## src/hdl/lfdc_pkg.sv

```systemverilog
// Shared types, constants and helper functions for the line-follow drive controller.
package lfdc_pkg;

    localparam int CFG_BITS   = 24;
    localparam int DUTY_BITS  = 7;
    localparam int DIR_BITS   = 3;
    localparam int IDX_BITS   = 2;
    localparam int TIMER_BITS_DEFAULT = 24;

    localparam logic [DUTY_BITS-1:0] DUTY_MAX    = 7'd100;
    localparam logic [DUTY_BITS-1:0] DUTY_MIN_ON = 7'd1;
    localparam logic [DUTY_BITS-1:0] DUTY_OFF    = 7'd0;

    localparam logic [CFG_BITS-1:0] BLINK_PERIOD_RESET = 24'd300;
    localparam logic [CFG_BITS-1:0] TURN_SETTLE_RESET  = 24'd1000;

    typedef enum logic [DIR_BITS-1:0] {
        DIR_FWD   = 3'd0,
        DIR_BACK  = 3'd1,
        DIR_STOP  = 3'd2,
        DIR_LEFT  = 3'd3,
        DIR_RIGHT = 3'd4
    } dir_t;

    typedef enum logic [IDX_BITS-1:0] {
        CFG_BLINK_PERIOD = 2'd0,
        CFG_TURN_SETTLE  = 2'd1
    } cfg_idx_t;

    typedef enum logic [1:0] {
        PAT_UNKNOWN     = 2'd0,
        PAT_CENTRE      = 2'd1,
        PAT_STEER_RIGHT = 2'd2,
        PAT_STEER_LEFT  = 2'd3
    } pattern_t;

    // Bridge pins and duties for one tick.
    typedef struct packed {
        logic                 left_fwd;
        logic                 left_rev;
        logic                 right_fwd;
        logic                 right_rev;
        logic [DUTY_BITS-1:0] left_duty;
        logic [DUTY_BITS-1:0] right_duty;
    } drive_t;

    // Lamp levels and turn completion after one tick.
    typedef struct packed {
        logic left_lamp;
        logic right_lamp;
        logic turn_done;
    } turn_status_t;

    // Codes above the right turn behave as stop.
    function automatic dir_t sanitize_dir(input logic [DIR_BITS-1:0] raw);
        dir_t d;
        case (raw)
            DIR_FWD:   d = DIR_FWD;
            DIR_BACK:  d = DIR_BACK;
            DIR_LEFT:  d = DIR_LEFT;
            DIR_RIGHT: d = DIR_RIGHT;
            default:   d = DIR_STOP;
        endcase
        return d;
    endfunction

    function automatic pattern_t classify(input logic l, input logic m, input logic r);
        pattern_t p;
        if (!l && !r && m) begin
            p = PAT_CENTRE;
        end else if (l && !r) begin
            p = PAT_STEER_RIGHT;
        end else if (!l && r) begin
            p = PAT_STEER_LEFT;
        end else begin
            p = PAT_UNKNOWN;
        end
        return p;
    endfunction

endpackage

```

## src/hdl/lfdc_drive.sv

```systemverilog
// Combinational bridge direction and duty selection for one tick.
module lfdc_drive (
    input  logic [lfdc_pkg::DIR_BITS-1:0]  direction_cmd,
    input  logic [lfdc_pkg::DUTY_BITS-1:0] speed,
    input  logic                           sensor_left,
    input  logic                           sensor_middle,
    input  logic                           sensor_right,
    output lfdc_pkg::drive_t               drive
);
    import lfdc_pkg::*;

    dir_t                 dir;
    pattern_t             pat;
    logic [DUTY_BITS-1:0] spd;

    assign dir = sanitize_dir(direction_cmd);
    assign pat = classify(sensor_left, sensor_middle, sensor_right);
    assign spd = (speed > DUTY_MAX) ? DUTY_MAX : speed;

    always_comb begin
        drive = '0;
        drive.left_duty  = spd;
        drive.right_duty = spd;
        unique case (dir)
            DIR_FWD: begin
                drive.left_fwd  = 1'b1;
                drive.right_fwd = 1'b1;
                if (pat == PAT_STEER_LEFT) begin
                    drive.left_duty  = DUTY_MAX;
                    drive.right_duty = DUTY_MIN_ON;
                end else if (pat == PAT_STEER_RIGHT) begin
                    drive.left_duty  = DUTY_MIN_ON;
                    drive.right_duty = DUTY_MAX;
                end
            end
            DIR_BACK: begin
                drive.left_rev  = 1'b1;
                drive.right_rev = 1'b1;
            end
            DIR_LEFT: begin
                drive.left_rev  = 1'b1;
                drive.right_fwd = 1'b1;
            end
            DIR_RIGHT: begin
                drive.left_fwd  = 1'b1;
                drive.right_rev = 1'b1;
            end
            default: begin
                drive.left_duty  = DUTY_OFF;
                drive.right_duty = DUTY_OFF;
            end
        endcase
    end

endmodule

```

## src/hdl/lfdc_turn.sv

```systemverilog
// Turn state, turn and blink timers, and indicator lamp control.
module lfdc_turn #(
    parameter int TIMER_BITS = lfdc_pkg::TIMER_BITS_DEFAULT
) (
    input  logic                          aclk,
    input  logic                          aresetn,
    input  logic                          step,
    input  logic [lfdc_pkg::DIR_BITS-1:0] direction_cmd,
    input  logic                          sensor_left,
    input  logic                          sensor_middle,
    input  logic                          sensor_right,
    input  logic [lfdc_pkg::CFG_BITS-1:0] blink_period,
    input  logic [lfdc_pkg::CFG_BITS-1:0] turn_settle,
    output lfdc_pkg::turn_status_t        status
);
    import lfdc_pkg::*;

    localparam int CMP_W = (TIMER_BITS > CFG_BITS) ? TIMER_BITS : CFG_BITS;
    localparam logic [TIMER_BITS-1:0] TIMER_MAX = '1;

    logic                  turning_reg, turning_next;
    logic [TIMER_BITS-1:0] turn_elapsed_reg, turn_elapsed_next;
    logic [TIMER_BITS-1:0] blink_elapsed_reg, blink_elapsed_next;
    logic                  blink_phase_reg, blink_phase_next;
    logic                  left_lamp_reg, left_lamp_next;
    logic                  right_lamp_reg, right_lamp_next;
    logic [TIMER_BITS-1:0] turn_inc, blink_inc;
    logic                  done, toggle, known;
    dir_t                  dir;

    assign dir   = sanitize_dir(direction_cmd);
    assign known = (classify(sensor_left, sensor_middle, sensor_right) != PAT_UNKNOWN);

    // Both timers run for the whole turn and saturate at all ones.
    assign turn_inc  = !turning_reg ? turn_elapsed_reg :
                       (turn_elapsed_reg == TIMER_MAX) ? TIMER_MAX :
                       turn_elapsed_reg + TIMER_BITS'(1);
    assign blink_inc = !turning_reg ? blink_elapsed_reg :
                       (blink_elapsed_reg == TIMER_MAX) ? TIMER_MAX :
                       blink_elapsed_reg + TIMER_BITS'(1);
    assign toggle    = CMP_W'(blink_inc) > CMP_W'(blink_period);

    always_comb begin
        turning_next       = turning_reg;
        turn_elapsed_next  = turn_inc;
        blink_elapsed_next = blink_inc;
        blink_phase_next   = blink_phase_reg;
        left_lamp_next     = left_lamp_reg;
        right_lamp_next    = right_lamp_reg;
        done               = 1'b0;
        if (dir == DIR_LEFT || dir == DIR_RIGHT) begin
            if (!turning_reg) begin
                turning_next       = 1'b1;
                turn_elapsed_next  = '0;
                blink_elapsed_next = '0;
            end else begin
                if (toggle) begin
                    blink_phase_next   = !blink_phase_reg;
                    blink_elapsed_next = '0;
                end
                if (dir == DIR_LEFT) begin
                    right_lamp_next = 1'b0;
                    if (toggle) begin
                        left_lamp_next = !blink_phase_reg;
                    end
                end else begin
                    left_lamp_next = 1'b0;
                    if (toggle) begin
                        right_lamp_next = !blink_phase_reg;
                    end
                end
                if ((CMP_W'(turn_inc) > CMP_W'(turn_settle)) && known) begin
                    done             = 1'b1;
                    turning_next     = 1'b0;
                    blink_phase_next = 1'b0;
                    left_lamp_next   = 1'b0;
                    right_lamp_next  = 1'b0;
                end
            end
        end
    end

    assign status.left_lamp  = left_lamp_next;
    assign status.right_lamp = right_lamp_next;
    assign status.turn_done  = done;

    always_ff @(posedge aclk) begin
        if (!aresetn) begin
            turning_reg       <= 1'b0;
            turn_elapsed_reg  <= '0;
            blink_elapsed_reg <= '0;
            blink_phase_reg   <= 1'b0;
            left_lamp_reg     <= 1'b0;
            right_lamp_reg    <= 1'b0;
        end else if (step) begin
            turning_reg       <= turning_next;
            turn_elapsed_reg  <= turn_elapsed_next;
            blink_elapsed_reg <= blink_elapsed_next;
            blink_phase_reg   <= blink_phase_next;
            left_lamp_reg     <= left_lamp_next;
            right_lamp_reg    <= right_lamp_next;
        end
    end

endmodule

```

## src/hdl/line_follow_drive_controller.sv

```systemverilog
// Top level of the line-follow drive controller: handshakes, registers and pipeline.
//
// Usage: each transaction on the s_ channel is one control tick carrying the
// commanded direction, the speed and the three line-sensor bits. Every tick
// produces exactly one transaction on the m_ channel with the bridge pin
// levels, the two pwm duties, the brake light, the indicator lamps and the
// turn_done pulse. The cfg_ channel writes blink_period (index 0) and
// turn_settle (index 1); it is always ready and should only be used while no
// tick is in flight. Writes to other indexes are ignored.
// From s_ acceptance a tick passes through the input register, then through
// the drive and turn logic into the result register that drives m_valid.
// Throughput is one tick per cycle while the receiver does not stall.
// When the receiver stalls, the result register holds and the input register
// keeps accepting until it is also full; s_ready then drops until m_ready
// returns. Synchronous reset (aresetn low) empties both stages, clears the
// turn state, timers and lamps, and restores blink_period to 300 and
// turn_settle to 1000 ticks.
module line_follow_drive_controller #(
    parameter int TIMER_BITS = lfdc_pkg::TIMER_BITS_DEFAULT
) (
    input  logic                           aclk,
    input  logic                           aresetn,
    // Tick input channel.
    input  logic                           s_valid,
    output logic                           s_ready,
    input  logic [lfdc_pkg::DIR_BITS-1:0]  s_direction_cmd,
    input  logic [lfdc_pkg::DUTY_BITS-1:0] s_speed,
    input  logic                           s_sensor_left,
    input  logic                           s_sensor_middle,
    input  logic                           s_sensor_right,
    // Result channel.
    output logic                           m_valid,
    input  logic                           m_ready,
    output logic                           m_left_fwd,
    output logic                           m_left_rev,
    output logic                           m_right_fwd,
    output logic                           m_right_rev,
    output logic [lfdc_pkg::DUTY_BITS-1:0] m_left_duty,
    output logic [lfdc_pkg::DUTY_BITS-1:0] m_right_duty,
    output logic                           m_brake_light,
    output logic                           m_left_indicator,
    output logic                           m_right_indicator,
    output logic                           m_turn_done,
    // Configuration write channel.
    input  logic                           cfg_valid,
    output logic                           cfg_ready,
    input  logic [lfdc_pkg::IDX_BITS-1:0]  cfg_index,
    input  logic [lfdc_pkg::CFG_BITS-1:0]  cfg_data
);
    import lfdc_pkg::*;

    logic [CFG_BITS-1:0]  blink_period_reg;
    logic [CFG_BITS-1:0]  turn_settle_reg;

    // Input stage.
    logic                 in_valid_reg;
    logic [DIR_BITS-1:0]  dir_reg;
    logic [DUTY_BITS-1:0] speed_reg;
    logic                 sl_reg, sm_reg, sr_reg;

    // Result stage.
    logic                 out_valid_reg;
    drive_t               drive_reg;
    turn_status_t         status_reg;

    drive_t               drive;
    turn_status_t         status;
    logic                 advance;
    logic                 step;

    // The result register can take a new value when empty or being drained.
    assign advance   = !out_valid_reg || m_ready;
    assign step      = in_valid_reg && advance;
    assign s_ready   = !in_valid_reg || advance;
    assign cfg_ready = 1'b1;

    always_ff @(posedge aclk) begin
        if (!aresetn) begin
            blink_period_reg <= BLINK_PERIOD_RESET;
            turn_settle_reg  <= TURN_SETTLE_RESET;
        end else if (cfg_valid) begin
            unique case (cfg_index)
                CFG_BLINK_PERIOD: blink_period_reg <= cfg_data;
                CFG_TURN_SETTLE:  turn_settle_reg  <= cfg_data;
                default: begin
                end
            endcase
        end
    end

    always_ff @(posedge aclk) begin
        if (!aresetn) begin
            in_valid_reg <= 1'b0;
        end else if (s_ready) begin
            in_valid_reg <= s_valid;
        end
    end

    always_ff @(posedge aclk) begin
        if (s_valid && s_ready) begin
            dir_reg   <= s_direction_cmd;
            speed_reg <= s_speed;
            sl_reg    <= s_sensor_left;
            sm_reg    <= s_sensor_middle;
            sr_reg    <= s_sensor_right;
        end
    end

    lfdc_drive u_drive (
        .direction_cmd (dir_reg),
        .speed         (speed_reg),
        .sensor_left   (sl_reg),
        .sensor_middle (sm_reg),
        .sensor_right  (sr_reg),
        .drive         (drive)
    );

    lfdc_turn #(
        .TIMER_BITS (TIMER_BITS)
    ) u_turn (
        .aclk          (aclk),
        .aresetn       (aresetn),
        .step          (step),
        .direction_cmd (dir_reg),
        .sensor_left   (sl_reg),
        .sensor_middle (sm_reg),
        .sensor_right  (sr_reg),
        .blink_period  (blink_period_reg),
        .turn_settle   (turn_settle_reg),
        .status        (status)
    );

    always_ff @(posedge aclk) begin
        if (!aresetn) begin
            out_valid_reg <= 1'b0;
        end else if (advance) begin
            out_valid_reg <= in_valid_reg;
        end
    end

    always_ff @(posedge aclk) begin
        if (step) begin
            drive_reg  <= drive;
            status_reg <= status;
        end
    end

    assign m_valid           = out_valid_reg;
    assign m_left_fwd        = drive_reg.left_fwd;
    assign m_left_rev        = drive_reg.left_rev;
    assign m_right_fwd       = drive_reg.right_fwd;
    assign m_right_rev       = drive_reg.right_rev;
    assign m_left_duty       = drive_reg.left_duty;
    assign m_right_duty      = drive_reg.right_duty;
    assign m_brake_light     = (drive_reg.right_duty == DUTY_OFF);
    assign m_left_indicator  = status_reg.left_lamp;
    assign m_right_indicator = status_reg.right_lamp;
    assign m_turn_done       = status_reg.turn_done;

endmodule
```

## config.mk

```make
export PLATFORM = sky130hd
export DESIGN_NAME = line_follow_drive_controller
export DESIGN_NICKNAME = d
export VERILOG_FILES = /design/src/hdl/lfdc_pkg.sv /design/src/hdl/lfdc_drive.sv /design/src/hdl/lfdc_turn.sv /design/src/hdl/line_follow_drive_controller.sv
export SDC_FILE = /design/constraint.sdc
export NUM_CORES = 1
export LEC_CHECK = 0
export ABC_CLOCK_PERIOD_IN_PS = 4250
export BUFFER_PORTS_ARGS = -buffer_cell sky130_fd_sc_hd__buf_2
export CAP_MARGIN = 20
export CORE_ASPECT_RATIO = 0.8
export CORE_MARGIN = 2
export CORE_UTILIZATION = 50
export CTS_CLUSTER_DIAMETER = 50
export DETAILED_ROUTE_END_ITERATION = 7
export PLACE_DENSITY = 0.75
export SLEW_MARGIN = 30
export SYNTH_ARGS = -nofsm -noshare
export SYNTH_HDL_FRONTEND = slang
export SYNTH_SLANG_ARGS = --single-unit
export TNS_END_PERCENT = 50
```

## constraint.sdc

```tcl
create_clock -name aclk -period 4.25 [get_ports aclk]
set_clock_uncertainty 0.2 [all_clocks]
set_input_delay 0.2125 -clock aclk [delete_from_list [all_inputs] [get_ports aclk]]
set_output_delay 0.2125 -clock aclk [all_outputs]
set_load 0.01 [all_outputs]
```

Word level (Yosys, flattened, before mapping) --
Index checks and enable logic that the tools add are counted.
Cells by class: div/mod/pow operators 0, shift operators 0, $add $sub $neg 2, multiplexer cells 36, magnitude comparators 3, equality and inequality tests 11, bitwise logic cells 0, $mul 0, reduce and logical (&&, ||, !) cells 31
Operators with widths (count):
- $mux W24 | 9
- $add A24 B1 Y24 const B | 2
- $eq A24 B24 Y1 const B | 2
- $gt A24 B24 Y1 | 2
- $mux W14 | 2
- $pmux W14 S2 | 1
- $mux W1 | 19
- $pmux W3 S4 | 1
- $reduce_and A2 Y1 | 4
- $reduce_or A2 Y1 | 4
- $gt A7 B7 Y1 const B | 1
- $logic_and A1 B1 Y1 | 7
- $logic_not A7 Y1 | 1
- $mux W7 | 1
- $eq A3 B1 Y1 const B | 2
- $eq A3 B2 Y1 const B | 2
- $eq A3 B3 Y1 const B | 2
- $logic_not A3 Y1 | 2
- $mux W2 | 3
- $logic_not A1 Y1 | 5
- $eq A2 B2 Y1 const B | 2
- $reduce_and A4 Y1 | 1
- $reduce_bool A2 Y1 | 2
- $logic_or A1 B1 Y1 | 3
- other kinds (3) | 3
Storage, ports and cells: memories kept 0, RAM bits 0, output and inout bits 25, memory bits (read-only) 0, bits of input ports 44, word-level logic and storage cells 107, register bits after elaboration 136, latch bits 0

Longest topological paths before layout --
Gate-level depths: netlist of the first run.
depth in word-level cells 10, mapped depth 18, gate-level depth less buffers 16

By module --
A second synthesis of the first run with hierarchy kept.
Unflattened totals: cells, all modules 864, area, all modules 7861.3 µm²
Modules (own cells, without submodules):
- lfdc_turn | area an instance 4490.6 µm², seq. area each 1041.0 µm², instances 1, cells each 580
- line_follow_drive_controller | area an instance 3037.9 µm², seq. area each 2021.9 µm², instances 1, cells each 236
- lfdc_drive | area an instance 332.8 µm², seq. area each 0.0 µm², instances 1, cells each 48

Worst setup path before layout of the first run --
No wires, ideal clock.
path type flip-flop to flip-flop, start point register u_turn.turn_elapsed_reg[0], end point register status_reg (netlist bit m_right_indicator) (data pin), setup slack 0.476 ns, buffers on the path 0, stages on the path, launching flop included 16, data required time 3.786 ns, library setup time 0.264 ns, period minus slack after synthesis 3.774 ns, data arrival time 3.310 ns, cell sequence dfxtp_1 > ha_1 > and4_1 > and3_1 > or4b_4 > nor3_2 > nand3_1 > o21a_1 > ha_1 > nand4_1 > nor4_1 > and4_1 > o31a_1 > o21ai_1 > a32oi_1 > o21ai_0
Between the ends: cells in the longest elaborated chain, start to end 8, elaborated cells on any way between the ends 9, classes of those cells add/sub: 1; order compare: 1; eq/ne: 1; mux: 5; reduce/logical: 1
RTL lines:
- start: declaration | line lfdc_turn.sv:22 | logic [TIMER_BITS-1:0] turn_elapsed_reg, turn_elapsed_next;
- start signal: assignment | line lfdc_turn.sv:97 | turn_elapsed_reg <= turn_elapsed_next;
- $add A24 B1 Y24 / $eq A24 B24 Y1 (equally long branches) | line lfdc_turn.sv:37, lfdc_turn.sv:36
- $mux W24 | line lfdc_turn.sv:36 | (turn_elapsed_reg == TIMER_MAX) ? TIMER_MAX :
- $mux W24 * | line lfdc_turn.sv:35 | assign turn_inc = !turning_reg ? turn_elapsed_reg :
- $gt A24 B24 Y1 * | line lfdc_turn.sv:72 | if ((CMP_W'(turn_inc) > CMP_W'(turn_settle)) && known) begin
- $logic_and A1 B1 Y1 * | line lfdc_turn.sv:72
- $mux W1 * | line lfdc_turn.sv:72
- $mux W1 * | line lfdc_turn.sv:52 | if (!turning_reg) begin
- $mux W1 * | line lfdc_turn.sv:51 | if (dir == DIR_LEFT || dir == DIR_RIGHT) begin
- net u_turn.right_lamp_next | line lfdc_turn.sv:26 | logic right_lamp_reg, right_lamp_next;
- end signal: assignment | line line_follow_drive_controller.sv:144 | status_reg <= status;
- end: declaration | line line_follow_drive_controller.sv:64 | turn_status_t status_reg;
Mark *: on every way through the listed nets, which the timed path passes. The rest lies on a longest branch. A chain may end at the register's enable or synchronous reset.

Worst setup path in the final report of the first run --
start point register u_turn.blink_elapsed_reg[0], end point register status_reg (netlist bit m_right_indicator) (data pin)
Between the ends: cells in the longest elaborated chain, start to end 9, elaborated cells on any way between the ends 10, classes of those cells add/sub: 1; order compare: 1; eq/ne: 1; mux: 7
RTL lines:
- start: declaration | line lfdc_turn.sv:23 | logic [TIMER_BITS-1:0] blink_elapsed_reg, blink_elapsed_next;
- start signal: assignment | line lfdc_turn.sv:98 | blink_elapsed_reg <= blink_elapsed_next;
- $add A24 B1 Y24 / $eq A24 B24 Y1 (equally long branches) | line lfdc_turn.sv:40, lfdc_turn.sv:39
- $mux W24 | line lfdc_turn.sv:39 | (blink_elapsed_reg == TIMER_MAX) ? TIMER_MAX :
- $mux W24 * | line lfdc_turn.sv:38 | assign blink_inc = !turning_reg ? blink_elapsed_reg :
- $gt A24 B24 Y1 * | line lfdc_turn.sv:41 | assign toggle = CMP_W'(blink_inc) > CMP_W'(blink_period);
- $mux W1 * | line lfdc_turn.sv:68 | if (toggle) begin
- $mux W1 * | line lfdc_turn.sv:61 | if (dir == DIR_LEFT) begin
- $mux W1 * | line lfdc_turn.sv:72
- $mux W1 * | line lfdc_turn.sv:52
- $mux W1 * | line lfdc_turn.sv:51
- net u_turn.right_lamp_next | line lfdc_turn.sv:26
Marks and branches as above.

==> summary.md, run 1 <==
| Metric | Value |
|---|---|
| Vias in the first global route | 6735 |
| Critical path class | flop to flop |
| Die W | 143.9 µm |
| DR iter-0 viols | 637 |
| Die height | 115.9 µm |
| Status | complete, no violations |
| Critical Path AT | 3990 ps |
| Grt ovf | 0 |
| Initial core utilization | 0.5161 |
| Fmax | 0.2498 GHz |
| Slew headroom | 0.4510 |
| Full die area | 16680 µm² |
| TritonCTS clock tree | built |
| Commonest non-fill, non-tap cell in the layout | nand2_1 |
| Routed wire length | between 15000 and 20000 µm |
| DRC Markers | 0 |
| CP cell instances | ha_1 -> and3_1 -> nand2_1 -> or3_1 -> buf_4 -> o21ai_1 -> ha_1 -> a21oi_1 -> o21a_1 -> a2bb2oi_1 -> nand3_1 -> or2_2 -> a32oi_1 -> o21ai_0 |
| Worst min path class | input pin to flop |
| Via Count | 7165 |
| Layout Cells excl Fill | 1288 |
| R2r startpoint | u_turn.blink_elapsed_reg[0]$_SDFFE_PN0P_ |
| Post-synth cell types | 76 |
| Compound-Gate Fraction of Synth Area | 0.2011 |
| Finished Cell Area | 9555 µm² |
| FILL cells | about 1300 |
| Post-route ant nets | 0 |
| Syn_area_per_cell | 8.291 µm² |
| Rows | 40 |
| Routed wire per std cell | 15.51 µm |
| 1st-pass router iterations | 5 |
| Max VDD drop | 0.0003114 V |
| Power Density | 320.0 nW/µm² |
| Sink Count | 133 |
| Post-Synth XOR/XNOR Area | 0.03693 |
| Length in cells of the worst reg-to-reg path | 14 |
| Largest net degree at the start of global routing | 49 |
| Synth Area in Simple Gates | 0.2350 |
| Post-Syn Nets | 1040 |
| Final net count | 1160 |
| Tcrit/Tclk final | 0.9420 |
| Layout cells sized above 1 | 0.1671 |
| Final min period | 4004 ps |
| Placed insts | 1212 |
| Static Leak | between 3 and 4 nW |
| Pre-CTS WS | -69.32 ps |
| Commonest cells after routing, fill and taps aside | 185 x nand2_1, 102 x dfxtp_1, 67 x buf_2 |
| Post-synthesis sequential area ratio | 0.3799 |
| Synth async-reset ratio | 0 |
| Area grow syn2layout | 22.09% |
| DP HPWL | 13840 µm |
| Post-synthesis register bit count | around 130 |
| GRT Overall Usage | 0.2485 |
| Ys Warns | 0 |
| Post-Synth Adder-Cell Area | 0.08313 |
| Endpoint class of the critical path | flop |
| Total CTS buffers | 17 |
| Prevailing post-synth register cell | dfxtp_1 |
| Max Slew Vio Count | 0 |
| R2R Setup Slk | 250 ps |
| Post-Synthesis Cells | approximately 940 |
| Max_cap viols | 0 |
| Largest family of logic cells by synthesized area | simple AND/OR/NAND/NOR gates |
| Skew-Pair Late Insertion Delay | between 400 and 500 ps |
| Critical Path Fanout Max | 14 |
| Post-synth EDFFs | 31 |
| Setup TNS | 0 ps |
| Mapped cell area | 7826 µm² |
| Hold path cells | 2 |
| Max incr delay on CP | 400 ps |
| H-tree depth | 4 |
| Fin. Hold Viols | 0 |
| CP Buf/Inv Count | 1 |
| Buffers added on ports | between 60 and 70 |
| GP Congestion | 0.9189 |
| Mux cell area share after synthesis | 0.001279 |
| Hold_sp | aresetn |
| Final WS setup | 246.4 ps |
| Delay-heaviest family, CP | simple AND/OR/NAND/NOR gates |
| Most frequent CP cell | ha_1 |
| Post-CTS Setup Inserts | 0 |
| Initial antenna violation count | 1 |
| Req. time, crit path | around 4200 ps |
| Largest buffer count on any clock path | 2 |
| Placed Area | 8488 µm² |
| Critical R2R Capture | m_right_indicator$_DFFE_PP_ |
| Critical Path Slowest Stage Cell | or2_2 |
| Worst-path clk slew | 60 ps |
| Core area | between 15000 and 20000 µm² |
| Ports | 69 |
| Finish-stage setup viols | 0 |
| WHS Endpoint | turn_settle_reg[6]$_SDFFE_PN1P_ |
| Slew @ Worst Pin | around 820 ps |
| Startpoint Class | flop |
| First-pass GRT wire length | 32540 µm |
| Clk root buf | clkbuf_16 |
| Avg Vias per Cell | 5.563 |
cells by family (layout without fill, tap and decap cells):
family	Yosys count	count (layout)
compound gates	238	238
fa+ha+maj	52	52
buf+inv	115	247
simple gates	371	372
mux	1	1
other cells	1	2
xor+xnor	33	33
flops	133	133
through the flow:
stage | power [mW] | utilization | hold WS, ps
floorplan | 1.527 | - | 111.4
global placement | 1.603 | 0.5597 | 190.0
detailed placement | 1.609 | 0.5597 | 191.1
CTS | 3.054 | 0.6256 | 10.32
global route | 3.152 | 0.6301 | 47.02
finish | 3.058 | 0.6301 | 15.75
final cells by class:
type	count	area (µm²)	area share
Clock buffer	17	425.4	0.04452
Inverter	67	251.5	0.02632
Antenna cell	1	2.502	0.0002619
Sequential cell	133	2973	0.3111
Clock inverter	15	142.6	0.01493
Multi-Input combinational cell	697	4449	0.4656
Timing Repair Buffer	148	1049	0.1097
Tap cell	210	262.8	0.02750
where the power goes:
group	total, mW	switching [mW]	internal [mW]
Clock	1.43	0.619	0.814
Sequential	1.35	0.0199	1.33
Combinational	0.272	0.158	0.114
worst reg2reg max path: stages, from the launching register on:
cell       delay (ps)
dfxtp_1           390
ha_1              210
and3_1            240
nand2_1           140
or3_1             360
buf_4             190
o21ai_1           130
ha_1              280
a21oi_1           160
o21a_1            180
a2bb2oi_1         350
nand3_1           230
or2_2             400
a32oi_1           200
o21ai_0           100
how the worst max path moves through the flow:
stage	from	endpoint	cells after the start
2_1_floorplan	u_turn.turn_elapsed_reg[0]$_SDFFE_PN0P_	m_right_indicator$_DFFE_PP_	15
3_3_place_gp	u_turn.turn_elapsed_reg[0]$_SDFFE_PN0P_	u_turn.blink_phase_reg$_SDFFE_PN0P_	15
3_5_place_dp	u_turn.turning_reg$_SDFFE_PN0P_	u_turn.blink_phase_reg$_SDFFE_PN0P_	14
4_1_cts	u_turn.blink_elapsed_reg[0]$_SDFFE_PN0P_	u_turn.blink_elapsed_reg[21]$_SDFFE_PN0P_	15
5_1_grt	u_turn.turn_elapsed_reg[0]$_SDFFE_PN0P_	m_left_indicator$_DFFE_PP_	16
6_report	u_turn.blink_elapsed_reg[0]$_SDFFE_PN0P_	m_right_indicator$_DFFE_PP_	14
per-layer routing:
metal | track usage | routed length (µm) | vias up
li1 | - | - | 3552
met1 | 0.3399 | 9344 | 3319
met2 | 0.3848 | 8814 | 243
met3 | 0.04917 | 1201 | 51
met4 | 0.1078 | 611 | 0
met5 | 0 | 0 | -
Yosys cell counts, types with 3 or more instances:
cell type | n | share of area
a22o_1 | 21 | 0.024
a21boi_1 | 4 | 0.0038
inv_1 | 66 | 0.032
nand3_2 | 3 | 0.0038
o21a_1 | 7 | 0.0067
xor2_1 | 16 | 0.018
o21ai_1 | 6 | 0.0038
dfxtp_1 | 102 | 0.26
a21oi_2 | 3 | 0.0034
a22oi_1 | 3 | 0.0029
and3_1 | 17 | 0.014
o211ai_1 | 14 | 0.013
or3_1 | 3 | 0.0024
o22ai_1 | 4 | 0.0032
nor4_1 | 9 | 0.0072
and2_1 | 7 | 0.0056
nand4_1 | 17 | 0.014
ha_1 | 52 | 0.083
nand3_1 | 33 | 0.021
clkbuf_1 | 25 | 0.012
nor3b_1 | 3 | 0.0029
nor3_1 | 10 | 0.0064
a21boi_0 | 41 | 0.039
nand2_2 | 3 | 0.0024
or2_2 | 4 | 0.0032
o21ai_0 | 46 | 0.029
nor2b_1 | 4 | 0.0032
edfxtp_1 | 31 | 0.12
and4_1 | 7 | 0.0078
a21o_1 | 5 | 0.0048
buf_4 | 6 | 0.0058
nor2_1 | 40 | 0.019
a31oi_1 | 8 | 0.0064
nand2b_1 | 4 | 0.0032
buf_2 | 14 | 0.0090
a21oi_1 | 57 | 0.036
o31ai_1 | 3 | 0.0029
xnor2_1 | 17 | 0.019
nand2_1 | 185 | 0.089
nor3_2 | 3 | 0.0038
repair_timing:
action                     4_1_cts  5_1_grt
hold buffers                    42        0
pin swaps                        0        5
setup endpoints to repair        5       24
hold endpoints to repair        63        0
gates resized for setup          2        8
cloned                           0        1
Power figures use the tool's default switching activity.
==> inputs of run 2 (changes only) <==
Settings changed: SETUP_SLACK_MARGIN from default to 0.4, TNS_END_PERCENT 50 to 5.
==> run 2 against run 1 <==
Net effect: clock power is essentially flat; sequential share of layout area is 0.53 points lower; sequential power is essentially flat; combinational power up 4%; die area unchanged; design area is 2.5% higher; hold slack better by 13 ps; clock-buffer cell count did not move; flip-flop and latch count stayed put; cell count is 0.70% higher; critical endpoint is now m_left_indicator$_DFFE_PP_.
==> summary.md, run 2 (same netlist as run 1, synthesis figures left out) <==
| Metric | Value |
|---|---|
| Fmax | 0.2572 GHz (+3.0%) |
| Initial core utilization | 0.5161 (unchanged) |
| Clock share of power | 0.467 (-0.002) |
| Area grow syn2layout | 25.15% |
| Req. time, crit path | 4340 ps (+100 ps) |
| Clk root buf | clkbuf_16 |
| Largest net degree at the start of global routing | 49 (unchanged) |
| Static Leak | 4.051 nW (+2.2%) |
| Slew @ Worst Pin | 829.1 ps (+6.512 ps) |
| Max incr delay on CP | 500 ps (+100 ps) |
| Grt ovf | 0 (unchanged) |
| Buffers added on ports | 67 (unchanged) |
| Max Slew Vio Count | 0 (unchanged) |
| Ports | 69 (unchanged) |
| Post-layout util | 0.6459 (+0.01576) |
| Final net count | 1169 (+0.78%) |
| DRC Markers | 0 (unchanged) |
| Worst min path class | input pin to flop |
| Largest buffer count on any clock path | 2 (unchanged) |
| CP cell instances | ha_4 -> and4_4 -> and3_4 -> or4b_4 -> nor3_4 -> nand3_2 -> o21a_1 -> ha_1 -> nand4_1 -> buf_4 -> nor2_1 -> a221oi_2 -> o211ai_1 -> o21ai_4 -> a31oi_1 -> o21ai_1 |
| Final min period | 3889 ps (-115.1 ps) |
| Max_cap viols | 0 (unchanged) |
| Reg power frac | 0.441 (about the same) |
| Routed wire per std cell | 15.89 µm (+2.5%) |
| First-pass GRT wire length | 33400 µm (+2.6%) |
| Startpoint Class | flop |
| Full die area | 16680 µm² (unchanged) |
| Die W | 143.9 µm (unchanged) |
| Power Density | 313.0 nW/µm² (-2.2%) |
| Sw power | 0.7993 mW (+0.17%) |
| Core area | 15160 µm² (unchanged) |
| Critical Path AT | 3980 ps (about the same) |
| Pre-CTS WS | -69.32 ps (unchanged) |
| Avg Vias per Cell | 5.611 (+0.87%) |
| Finish-stage setup viols | 0 (unchanged) |
| Endpoint class of the critical path | flop |
| Sink Count | 133 (unchanged) |
| DR iter-0 viols | 607 (-4.7%) |
| Tcrit/Tclk final | 0.9150 (-0.02708) |
| Commonest non-fill, non-tap cell in the layout | nand2_1 |
| Worst-path clk slew | 60 ps (about the same) |
| Slew headroom | 0.4467 (-0.004346) |
| Final WS setup | 361.4 ps (+115.1 ps) |
| Critical Path Fanout Max | 7 (-7) |
| Switching Fraction | 0.2607 (about the same) |
| Max VDD drop | 0.0003056 V (-1.9%) |
| Total CTS buffers | 17 (unchanged) |
| Routed wire length | 20610 µm (+3.2%) |
| DP HPWL | 13840 µm (unchanged) |
| Commonest cells after routing, fill and taps aside | 181 x nand2_1, 86 x dfxtp_1, 67 x buf_2 |
| Critical Path Slowest Stage Cell | or4b_4 |
| Finished Cell Area | 9794 µm² (+2.5%) |
| Delay-heaviest family, CP | simple AND/OR/NAND/NOR gates |
| Initial antenna violation count | 1 (unchanged) |
| Vias in the first global route | 6870 (+2.0%) |
| Logic gate share of total power | 0.092 (+0.003) |
| Critical path class | flop to flop |
| Rows | 40 (unchanged) |
| Placed Area | 8488 µm² (unchanged) |
| Unrepaired setup endpoints after global routing | true |
| Layout cells sized above 1 | 0.2136 (+0.04650) |
| GRT Overall Usage | 0.2552 (+0.006721) |
| H-tree depth | 4 (unchanged) |
| Status | complete, no violations |
| Fin. Hold Viols | 0 (unchanged) |
| TritonCTS clock tree | built |
| Post-route ant nets | 0 (unchanged) |
| 1st-pass router iterations | 5 (unchanged) |
| Skew-Pair Late Insertion Delay | 440 ps (about the same) |
| GP Congestion | 0.9189 (unchanged) |
| Int Pwr | 2.266 mW (+0.26%) |
| CP Buf/Inv Count | 1 (unchanged) |
| Via Count | 7278 (+1.6%) |
| Die height | 115.9 µm (unchanged) |
[run 2: cell count changes in the layout (fill, tap and decap cells not counted), sizes merged]
| cell | previous run | this run |
|---|---|---|
| nor3 | 14 | 13 |
| buf | 106 | 116 |
[run 2: cell type report]
type,instances,area [µm²]
multi-input cells,696,4574
clock buffers,17,425.4
well taps,210,262.8
fillers,1248,5370
repair buffers,158,1140
diodes,1,2.502
clock inverters,15,142.6
inverters,67,251.5
flip-flops and latches,133,2995
[run 2: through the flow]
step	hold slack (ps)	total power [mW]	setup TNS, ps	std cells
after floorplan	111.4	1.527	0	944
after global placement	190.0	1.603	0	1212
after detailed placement	191.1	1.609	-170.8	1212
after CTS	10.32	3.061	0	1292
after global routing	47.50	3.159	0	1297
final	28.97	3.065	0	1297
[run 2: worst reg2reg max path: stages (launching register included)]
cell and delay (ps):
dfxtp_2 360, ha_4 140, and4_4 250, and3_4 200, or4b_4 500, nor3_4 190, nand3_2 110, o21a_1 120
ha_1 280, nand4_1 160, buf_4 150, nor2_1 60, a221oi_2 250, o211ai_1 240, o21ai_4 290, a31oi_1 110
o21ai_1 140
[run 2: path summary, 6_finish.rpt]
| path | from | to | slack, ps | depth (start not counted) |
|---|---|---|---|---|
| max | u_turn.turn_elapsed_reg[0]$_SDFFE_PN0P_ | m_left_indicator$_DFFE_PP_ | 360 | 16 |
| min reg2reg | blink_period_reg[13]$_SDFFE_PN0P_ | blink_period_reg[13]$_SDFFE_PN0P_ | 260 | 2 |
| max reg2reg | u_turn.turn_elapsed_reg[0]$_SDFFE_PN0P_ | m_left_indicator$_DFFE_PP_ | 360 | 16 |
| min | aresetn | turn_settle_reg[3]$_SDFFE_PN1P_ | 30 | 2 |
[run 2: repair_timing]
| action | CTS | global route |
|---|---|---|
| resized for setup | 27 | 36 |
| endpoints found under the setup margin | 31 | 31 |
| buffers inserted | 6 | 4 |
| pin swaps | 10 | 18 |
| hold buffers | 42 | 0 |
| endpoints found under the hold margin | 63 | 0 |
[run 2: metal layers]
layer	vias up	part of all wire	GRT usage
met1	3393	0.46	0.3451
li1	3572	-	-
met2	258	0.45	0.4048
met4	0	0.030	0.1033
met3	55	0.059	0.04917
met5	-	0	0
[run 2: power by group through the flow]
stage	sequential (mW)	clock (mW)	combinational (mW)
finish	1.35	1.43	0.282
floorplan	1.38	0	0.150
detailed placement	1.38	0	0.229
CTS	1.35	1.44	0.269
global placement	1.38	0	0.226
global route	1.36	1.49	0.311
